**src/hdl/mchr_pkg.sv**
```systemverilog
// Shared types, field widths, codes and reset values of the capture history ring.
package mchr_pkg;

    // Default sizing of the block.
    localparam int STORE_DEPTH_DEF  = 65536;
    localparam int MAX_CHANNELS_DEF = 8;

    // Word field widths.
    localparam int FUNC_W     = 2;
    localparam int SAMPLE_W   = 16;
    localparam int WINDOW_W   = 17;
    localparam int POS_W      = 16;
    localparam int SEL_W      = 3;
    localparam int FRAMES_W   = 17;

    // Register widths and reset values.
    localparam int CHAN_CNT_W = 4;
    localparam int RING_LEN_W = 17;
    localparam logic [CHAN_CNT_W-1:0] CHAN_CNT_RST = 4'd4;
    localparam logic [RING_LEN_W-1:0] RING_LEN_RST = 17'd57600;

    // Configuration port.
    localparam int APB_DATA_W = 32;
    localparam int PADDR_W    = 3;
    localparam int REG_IDX_W  = PADDR_W - 2;
    localparam logic [REG_IDX_W-1:0] REG_IDX_CHANNEL_COUNT = 1'b0;
    localparam logic [REG_IDX_W-1:0] REG_IDX_RING_LENGTH   = 1'b1;

    // Quotient bits resolved per cycle by the serial divider.
    localparam int DIV_BITS_PER_CYCLE = 4;

    typedef enum logic [FUNC_W-1:0] {
        FUNC_PUSH    = 2'd0,
        FUNC_RD_VAL  = 2'd1,
        FUNC_RD_CHAN = 2'd2,
        FUNC_NONE    = 2'd3
    } t_func;

    // Register contents and the ring length write strobe.
    typedef struct packed {
        logic [CHAN_CNT_W-1:0] channel_count;
        logic [RING_LEN_W-1:0] ring_length;
        logic                  ring_wr;
        logic [RING_LEN_W-1:0] ring_wdata;
    } t_cfg;

endpackage

```
**src/hdl/mchr_cfg.sv**
```systemverilog
// APB register file holding the channel count and the ring length.
module mchr_cfg (
    input  logic                             i_clk,
    input  logic                             i_rst_n,
    input  logic                             psel,
    input  logic                             penable,
    input  logic                             pwrite,
    input  logic [mchr_pkg::PADDR_W-1:0]     paddr,
    input  logic [mchr_pkg::APB_DATA_W-1:0]  pwdata,
    output logic [mchr_pkg::APB_DATA_W-1:0]  prdata,
    output logic                             pready,
    output mchr_pkg::t_cfg                   o_cfg
);
    import mchr_pkg::*;

    logic [CHAN_CNT_W-1:0] r_channel_count;
    logic [RING_LEN_W-1:0] r_ring_length;
    logic [REG_IDX_W-1:0]  w_idx;
    logic                  w_wr;

    // Byte addresses are word aligned; the low two bits are ignored.
    assign w_idx  = paddr[PADDR_W-1:2];
    assign w_wr   = psel && penable && pwrite;
    assign pready = 1'b1;

    always_ff @(posedge i_clk) begin
        if (!i_rst_n) begin
            r_channel_count <= CHAN_CNT_RST;
            r_ring_length   <= RING_LEN_RST;
        end else if (w_wr) begin
            case (w_idx)
                REG_IDX_CHANNEL_COUNT: begin
                    r_channel_count <= pwdata[CHAN_CNT_W-1:0];
                end
                REG_IDX_RING_LENGTH: begin
                    r_ring_length <= pwdata[RING_LEN_W-1:0];
                end
                default: begin
                end
            endcase
        end
    end

    always_comb begin
        case (w_idx)
            REG_IDX_CHANNEL_COUNT: prdata = APB_DATA_W'(r_channel_count);
            REG_IDX_RING_LENGTH:   prdata = APB_DATA_W'(r_ring_length);
            default:               prdata = '0;
        endcase
    end

    always_comb begin
        o_cfg.channel_count = r_channel_count;
        o_cfg.ring_length   = r_ring_length;
        o_cfg.ring_wr       = w_wr && (w_idx == REG_IDX_RING_LENGTH);
        o_cfg.ring_wdata    = pwdata[RING_LEN_W-1:0];
    end
endmodule

```
**config.mk**
```make
export PLATFORM = sky130hd
export DESIGN_NAME = mchr_cfg
export DESIGN_NICKNAME = d
export VERILOG_FILES = /design/src/hdl/mchr_pkg.sv /design/src/hdl/mchr_cfg.sv
export SDC_FILE = /design/constraint.sdc
export NUM_CORES = 1
export LEC_CHECK = 0
export BUFFER_PORTS_ARGS = -buffer_cell sky130_fd_sc_hd__buf_2
export CELL_PAD_IN_SITES_DETAIL_PLACEMENT = 1
export CELL_PAD_IN_SITES_GLOBAL_PLACEMENT = 1
export CORE_MARGIN = 3
export CORE_UTILIZATION = 25
export DETAILED_ROUTE_END_ITERATION = 6
export PLACE_DENSITY_LB_ADDON = 0.25
export SYNTH_ARGS = -nofsm -noshare
export SYNTH_HDL_FRONTEND = slang
export SYNTH_SLANG_ARGS = --single-unit
```
**constraint.sdc**
```tcl
create_clock -name i_clk -period 1.12 [get_ports i_clk]
set_input_delay 0 -clock i_clk [delete_from_list [all_inputs] [get_ports i_clk]]
set_output_delay 0 -clock i_clk [all_outputs]
set_load 0.01 [all_outputs]
```
==> results.toml <==
[run_status]
status = "finished, final reports clean"

[hold_path]
hold_end = "r_ring_length[12]"
holdCritPathClass = "in2reg"
hold_depth = 3
hp-start = "pwdata[12]"

[place]
dp.cells = 265
place_area_mm2 = 0.001513
post-place-ws_ns = 0.2253
dp_hpwl_mm = 2.494
numPortBuffers = 78
gp_congestion = 0.6301

[critical_path]
arrival_ns = 0.99
end_kind = "output port"
worstPathRequired_ns = 1.12
r2r_end = "r_ring_length[15]"
worst-r2r-cell-count = 2
reg2reg_setup_slack_ns = 0.50
path_class = "reg2out"
cp_max_fo = 3
start_kind = "register"
r2r_start = "r_ring_length[15]"

[finish]
final_common_cell = "buf_2"
instances_no_fill = 276
nNetsFinal = 250
antennaDiodeCount = 0
drive_gt1_frac = 0.4306
layout_common_cells = "buf_2 (78), nand2_1 (29), mux2i_1 (21), dfxtp_1 (21), conb_1 (16)"
final_util = 0.3379
design_area_mm2 = 0.001628
syn2layout_area_growth_pct = 27.55

[die]
dieArea_mm2 = 0.005999
row_count = 25
initial_utilization = 0.2649
die_y_um = 77.45
die_width_um = 77.45
boundaryPins = 112
core-area_mm2 = 0.004817

[route]
viasPerCell = 3.833
drt-wirelength-per-cell_um = 11.55
vias = 1058
drc = 0
routed_wl_mm = 3.188
postRouteAntennaNets = 0
dr.pass1.iters = 4
drtIter0Drc = 11

[logic_synthesis]
syn-mean-instance-area_um2 = 8.925
synthDistinctLibCells = 14
yosys_warnings = 0
syn_inst = 143
ys_top_cells_by_area = "dfxtp_1 (33%), buf_4 (19%), mux2i_1 (16%), nand2_1 (8.5%), and2_1 (6.4%)"
netlist_area_mm2 = 0.001276
synth-seq-cells = 21
synth_top_area_frac = 0.3294
synth_seq_area_share = 0.3294
yosysTopAreaCell = "dfxtp_1"

[timing]
fin_ws_ns = 0.1322
fmax_mhz = 1012
slew_viol_final = 0
rsz0062_at_grt = "false"
period_share = 0.8819
skew_ns = 0
hold_viol = 0
setup_viol = 0
period_needed_ns = 0.9878
setup_tns_ns = 0
holdWs_ns = 0.009486

[power]
swShare = 0.2669
power.total_mw = 1.573
p_leak_nw = 0.8334
p_sw_mw = 0.4198
p_clk_frac = 0.316
power_frac_seq = 0.492
ir_drop_mv = 0.3238
p_per_area_mw_per_mm2 = 966.2
p_int_mw = 1.153
combinationalPowerShare = 0.192

[clock_network]
clock-root-buffer = "clkbuf_8"
cts_resized = 0
cts_tree = "yes"
cts_setup_buffers = 0
cts_hold_buf = 7
cts.reportedPaths.clkPinSlew_ns = 0.08
numClockSinks = 21
clk_path_buf_depth = 2
clock_latency_ns = 0.26
htree_levels = 1
numCtsBuffers = 3

[job]
drv_cap = 0

[grt]
grt-ovfl-total = 0
grt_pass1_vias = 1050
antenna_found_initial = 0
grt_max_degree = 19
grt_pass1_wl_mm = 4.954
grt.total_usage = 0.1012
==> synthesized netlist by cell type <==
cell type  instances
buf_6              1
nand4b_1           1
nor2b_1           10
buf_4             33
buf_2              2
conb_1             2
clkbuf_1           3
dfxtp_1           21
buf_12             2
and4_4             1
mux2_2             4
and2_1            13
mux2i_1           21
nand2_1           29
==> area by class of cell <==
type	count	area, um^2
clock buffers	4	45.04
multi-input cells	95	588.1
repair buffers	89	490.5
flip-flops and latches	21	420.4
fillers	635	3189
well taps	67	83.83
==> cell families after synthesis <==
group                  count (synthesis)  share of synthesized area
DFF                                   21                     0.3294
buffers and inverters                 41                     0.2510
other                                  2                   0.005885
muxes                                 25                     0.2000
and+or+nand+nor                       54                     0.2137
==> flip-flops by register name, indices dropped and copies added, names as in the netlist <==
name,count
r_channel_count,4
r_ring_length,17
==> worst max-delay path: stages, from the launching register on <==
cell	delay, ns
dfxtp_1	0.33
mux2_2	0.26
buf_2	0.14
==> how the worst max path moves through the flow <==
stage,start,to,cells past startpoint
2_1_floorplan,paddr[2],r_ring_length[3],5
3_3_place_gp,paddr[2],r_ring_length[11],3
3_5_place_dp,paddr[2],r_ring_length[6],3
4_1_cts,r_channel_count[0],prdata[0],2
5_1_grt,r_ring_length[0],prdata[0],2
6_report,r_channel_count[0],prdata[0],2
==> metal layers <==
layer / part of all wire / global-route usage / up-vias
li1: - / - / 533
met2: 0.41 / 0.1494 / 65
met1: 0.48 / 0.1375 / 460
met3: 0.11 / 0.03828 / 0
met5: 0 / 0 / -
met4: 0 / 0.02669 / 0
==> power groups by stage <==
| stage | registers (mW) | logic, mW | clock network (mW) |
|---|---|---|---|
| after floorplan | 0.798 | 0.237 | 0 |
| after global placement | 0.791 | 0.285 | 0 |
| after detailed placement | 0.791 | 0.287 | 0 |
| after CTS | 0.774 | 0.306 | 0.541 |
| after global routing | 0.777 | 0.335 | 0.571 |
| final | 0.774 | 0.302 | 0.497 |
(Power assumes the default switching activity.)
