<file path="src/hdl/mchr_pkg.sv">
// Shared types, field widths, codes and reset values of the capture history ring.
package mchr_pkg;

    // Default sizing of the block.
    localparam int STORE_DEPTH_DEF  = 65536;
    localparam int MAX_CHANNELS_DEF = 8;

    // Word field widths.
    localparam int FUNC_W     = 2;
    localparam int SAMPLE_W   = 16;
    localparam int WINDOW_W   = 17;
    localparam int POS_W      = 16;
    localparam int SEL_W      = 3;
    localparam int FRAMES_W   = 17;

    // Register widths and reset values.
    localparam int CHAN_CNT_W = 4;
    localparam int RING_LEN_W = 17;
    localparam logic [CHAN_CNT_W-1:0] CHAN_CNT_RST = 4'd4;
    localparam logic [RING_LEN_W-1:0] RING_LEN_RST = 17'd57600;

    // Configuration port.
    localparam int APB_DATA_W = 32;
    localparam int PADDR_W    = 3;
    localparam int REG_IDX_W  = PADDR_W - 2;
    localparam logic [REG_IDX_W-1:0] REG_IDX_CHANNEL_COUNT = 1'b0;
    localparam logic [REG_IDX_W-1:0] REG_IDX_RING_LENGTH   = 1'b1;

    // Quotient bits resolved per cycle by the serial divider.
    localparam int DIV_BITS_PER_CYCLE = 4;

    typedef enum logic [FUNC_W-1:0] {
        FUNC_PUSH    = 2'd0,
        FUNC_RD_VAL  = 2'd1,
        FUNC_RD_CHAN = 2'd2,
        FUNC_NONE    = 2'd3
    } t_func;

    // Register contents and the ring length write strobe.
    typedef struct packed {
        logic [CHAN_CNT_W-1:0] channel_count;
        logic [RING_LEN_W-1:0] ring_length;
        logic                  ring_wr;
        logic [RING_LEN_W-1:0] ring_wdata;
    } t_cfg;

endpackage

</file>
<file path="src/hdl/mchr_div.sv">
// Serial restoring divider for the valid sample count over the channel count.
module mchr_div #(
    parameter int DVD_W = 17,
    parameter int DVS_W = 4
) (
    input  logic             i_clk,
    input  logic             i_rst_n,
    input  logic             i_start,
    input  logic [DVD_W-1:0] i_dividend,
    input  logic [DVS_W-1:0] i_divisor,
    output logic             o_done,
    output logic [DVD_W-1:0] o_quotient
);
    import mchr_pkg::*;

    localparam int STEPS = (DVD_W + DIV_BITS_PER_CYCLE - 1) / DIV_BITS_PER_CYCLE;
    localparam int PAD_W = STEPS * DIV_BITS_PER_CYCLE;
    localparam int CNT_W = $clog2(STEPS + 1);

    logic [PAD_W-1:0] r_quo;
    logic [PAD_W-1:0] n_quo;
    logic [DVS_W:0]   r_rem;
    logic [DVS_W:0]   n_rem;
    logic [DVS_W-1:0] r_dvs;
    logic [CNT_W-1:0] r_cnt;
    logic             r_busy;
    logic             r_done;

    // The dividend shifts out at the top while quotient bits enter at the bottom.
    always_comb begin
        n_quo = r_quo;
        n_rem = r_rem;
        for (int b = 0; b < DIV_BITS_PER_CYCLE; b++) begin
            n_rem = {n_rem[DVS_W-1:0], n_quo[PAD_W-1]};
            n_quo = {n_quo[PAD_W-2:0], 1'b0};
            if (n_rem >= {1'b0, r_dvs}) begin
                n_rem    = n_rem - {1'b0, r_dvs};
                n_quo[0] = 1'b1;
            end
        end
    end

    always_ff @(posedge i_clk) begin
        if (!i_rst_n) begin
            r_busy <= 1'b0;
            r_done <= 1'b0;
            r_cnt  <= '0;
        end else if (i_start) begin
            r_busy <= 1'b1;
            r_done <= 1'b0;
            r_cnt  <= '0;
        end else if (r_busy) begin
            r_cnt <= r_cnt + 1'b1;
            if (r_cnt == CNT_W'(STEPS - 1)) begin
                r_busy <= 1'b0;
                r_done <= 1'b1;
            end
        end else begin
            r_done <= 1'b0;
        end
    end

    always_ff @(posedge i_clk) begin
        if (i_start) begin
            r_quo <= PAD_W'(i_dividend);
            r_rem <= '0;
            r_dvs <= i_divisor;
        end else if (r_busy) begin
            r_quo <= n_quo;
            r_rem <= n_rem;
        end
    end

    assign o_done     = r_done;
    assign o_quotient = r_quo[DVD_W-1:0];
endmodule
</file>
<file path="config.mk">
export PLATFORM = sky130hd
export DESIGN_NAME = mchr_div
export DESIGN_NICKNAME = d
export VERILOG_FILES = /design/src/hdl/mchr_pkg.sv /design/src/hdl/mchr_div.sv
export SDC_FILE = /design/constraint.sdc
export NUM_CORES = 1
export LEC_CHECK = 0
export BUFFER_PORTS_ARGS = -buffer_cell sky130_fd_sc_hd__clkbuf_2
export CAP_MARGIN = 20
export CORE_MARGIN = 2
export CORE_UTILIZATION = 50
export DETAILED_ROUTE_END_ITERATION = 16
export GPL_ROUTABILITY_DRIVEN = 0
export PLACE_DENSITY = 0.79
export SKIP_CTS_REPAIR_TIMING = 1
export SYNTH_ARGS = -nofsm -noshare
export SYNTH_HDL_FRONTEND = slang
export SYNTH_SLANG_ARGS = --single-unit
</file>
<file path="constraint.sdc">
create_clock -name i_clk -period 9.4 [get_ports i_clk]
set_clock_uncertainty 0.2 [all_clocks]
set_input_delay 1.41 -clock i_clk [delete_from_list [all_inputs] [get_ports i_clk]]
set_output_delay 1.41 -clock i_clk [all_outputs]
set_load 0.03 [all_outputs]
</file>
==> impl_metrics.tcl <==
set metrics [dict create \
    status "completed" \
    cp.arrival_ns 6.78 \
    cts_max_level 2 \
    grt.total_usage 0.1803 \
    hold_class "reg -> reg" \
    syn-num-nets 260 \
    finalCritPeriodShare 0.7282 \
    pin_count 42 \
    clk_latency_ns 0.29 \
    synth_cells 214 \
    dieArea_um2 5248 \
    rows 24 \
    finalSetupViolCount 0 \
    hold_viol 0 \
    reg2reg_depth 27 \
    tns_ns 0 \
    synth_cell_types 44 \
    syn_area_um2 2342 \
    slew_viol_final 0 \
    synth_area_leader_cell "edfxtp_1" \
    synth_edf_count 21 \
    postRouteAntennaNets 0 \
    yosys_warnings 0 \
    fmax_ghz 0.1461 \
    synthTopCellsByArea "edfxtp_1 27%, dfxtp_1 10%, ha_1 9.6%" \
    fin_util 0.5743 \
    layout_min_cycle_time_ns 6.845 \
    worstPathBufferInverterCount 2 \
    seq_area_frac_synth 0.3718 \
    firstDrtPassIters 4 \
    core_um2 4444 \
    drt_iter0_drc 67 \
    async_flop_share 0 \
    portBuffers 41 \
    grt_max_degree 33 \
    drive_above_1_share 0.3042 \
    grt_overflow_total 0 \
    rsz0062_at_grt "no" \
    drc 0 \
    antenna_found_initial 0 \
    post_drt_wl_per_cell_um 14.76 \
    slew_headroom 0.5053 \
    cts.sinks 33 \
    crit_type "reg -> reg" \
    initial_core_util 0.5270 \
    worstMarginPinSlew_ns 0.7421 \
    die_y_um 72.45 \
    cts_made_buffers 5 \
    synthFlopType "edfxtp_1" \
    clk_path_buf_depth 2 \
    clk_pin_slew_ns 0.06 \
    via_per_inst 5.432 \
    fin_nets 286 \
    ys_ff_latch 33 \
    end_kind "register" \
    grt_pass1_wl_um 7100 \
    r2r-end "r_rem[3]" \
    min_path_cells 2 \
    cts_tree "done" \
    cp_slowest_cell "edfxtp_1" \
    reg2reg_slack_ns 2.56 \
    routed_wl_um 4309 \
    avgSynthCellArea_um2 10.95 \
    cpMostUsedCell "ha_1" \
    drv_cap 0 \
    startpoint_type "register" \
    whs_endpoint "r_quo[19]" \
    hp-start "r_quo[19]" \
    area_growth_pct 8.974 \
    num_vias 1586 \
    synth.top_cell.area_share 0.2692 \
    cp_top_family "compound AO/OA/AOI/OAI gates" \
    crit_path_max_incr_delay_ns 0.45 \
    critical_path_required_ns 9.34 \
    worstPathMaxFanout 8 \
    cts_root_buffer "clkbuf_8" \
    fillCellCount 395 \
    reg2reg_from "r_dvs[1]" \
    first_global_vias 1602 \
    n_antenna_cell 0 \
    die_w_um 72.45 \
    dpl.hpwl_um 3418 \
]
## cell type report
cell class	instances	area [um^2]	share of cell area
Timing Repair Buffer	41	205.2	0.08039
Tap cell	52	65.06	0.02549
Multi-Input combinational cell	141	1257	0.4926
Inverter	18	67.56	0.02647
Sequential cell	33	870.8	0.3412
Clock buffer	7	86.33	0.03382
## worst reg2reg max path: cells and delay by family, from the launching register on
family	cells	cell delay, ns
and+or+nand+nor	3	0.33
adders and majority gates	4	1.17
buffers and inverters	2	0.35
AOI/OAI and AO/OA	13	2.85
muxes	5	1.34
DFF	1	0.45
## layer usage
layer | vias to the layer above | GRT usage | share of wire
met5 | - | 0 | 0
met4 | 0 | 0.07613 | 0.022
met3 | 7 | 0.05000 | 0.037
met2 | 31 | 0.3129 | 0.52
met1 | 761 | 0.2087 | 0.42
li1 | 787 | - | -
## placed cells by master, fill, tap and decap left out, drive strengths merged, types with 5 or more instances in the layout
master,instances
inv,18
a21o,5
nor2,13
nor2b,6
edfxtp,21
mux2,18
mux2i,13
a211oi,7
ha,18
xnor2,5
a21oi,10
dfxtp,12
nand2b,7
nand2,5
clkbuf,48
## worst max-delay path by stage
stage | startpoint | to | slack (ns) | cells past startpoint
floorplan | r_dvs[1] | r_rem[1] | 3.25 | 27
global placement | r_dvs[1] | r_rem[3] | 2.73 | 27
detailed placement | r_dvs[1] | r_rem[3] | 2.58 | 26
CTS | r_dvs[1] | r_rem[3] | 2.54 | 27
global route | r_dvs[1] | r_rem[1] | 2.04 | 26
finish | r_dvs[1] | r_rem[3] | 2.56 | 27
## metrics by stage
| step | std cells | hold slack (ns) | worst slack, ns | area, um^2 |
|---|---|---|---|---|
| after floorplan | 214 | 0.2604 | 3.247 | 2342 |
| final | 292 | 0.2946 | 2.555 | 2552 |
| after detailed placement | 285 | 0.2892 | 2.581 | 2466 |
| after CTS | 292 | 0.2994 | 2.536 | 2552 |
| after global placement | 285 | 0.2786 | 2.730 | 2466 |
| after global routing | 292 | 0.3427 | 2.036 | 2552 |
## registers in the layout (all words and copies together) (netlist names)
signal,cells
o_done,1
r_busy,1
r_cnt,3
r_dvs,4
r_quo,20
r_rem,4
## cell families after synthesis
family          synth area share
compound gates            0.1250
simple gates             0.09349
buf+inv                  0.09134
mux                       0.1544
flops                     0.3718
fa+ha+maj                 0.1303
xor+xnor                 0.03365
## Yosys cell counts (all sizes together), types with 6 or more instances
cell / n
edfxtp: 21
buf: 18
ha: 18
inv: 18
mux2: 18
mux2i: 13
nor2: 13
dfxtp: 12
a21oi: 10
a211oi: 7
nand2b: 7
nor2b: 6
Power is not shown: default switching activity piles up to over one toggle a cycle in this logic, so the estimate is an artifact.
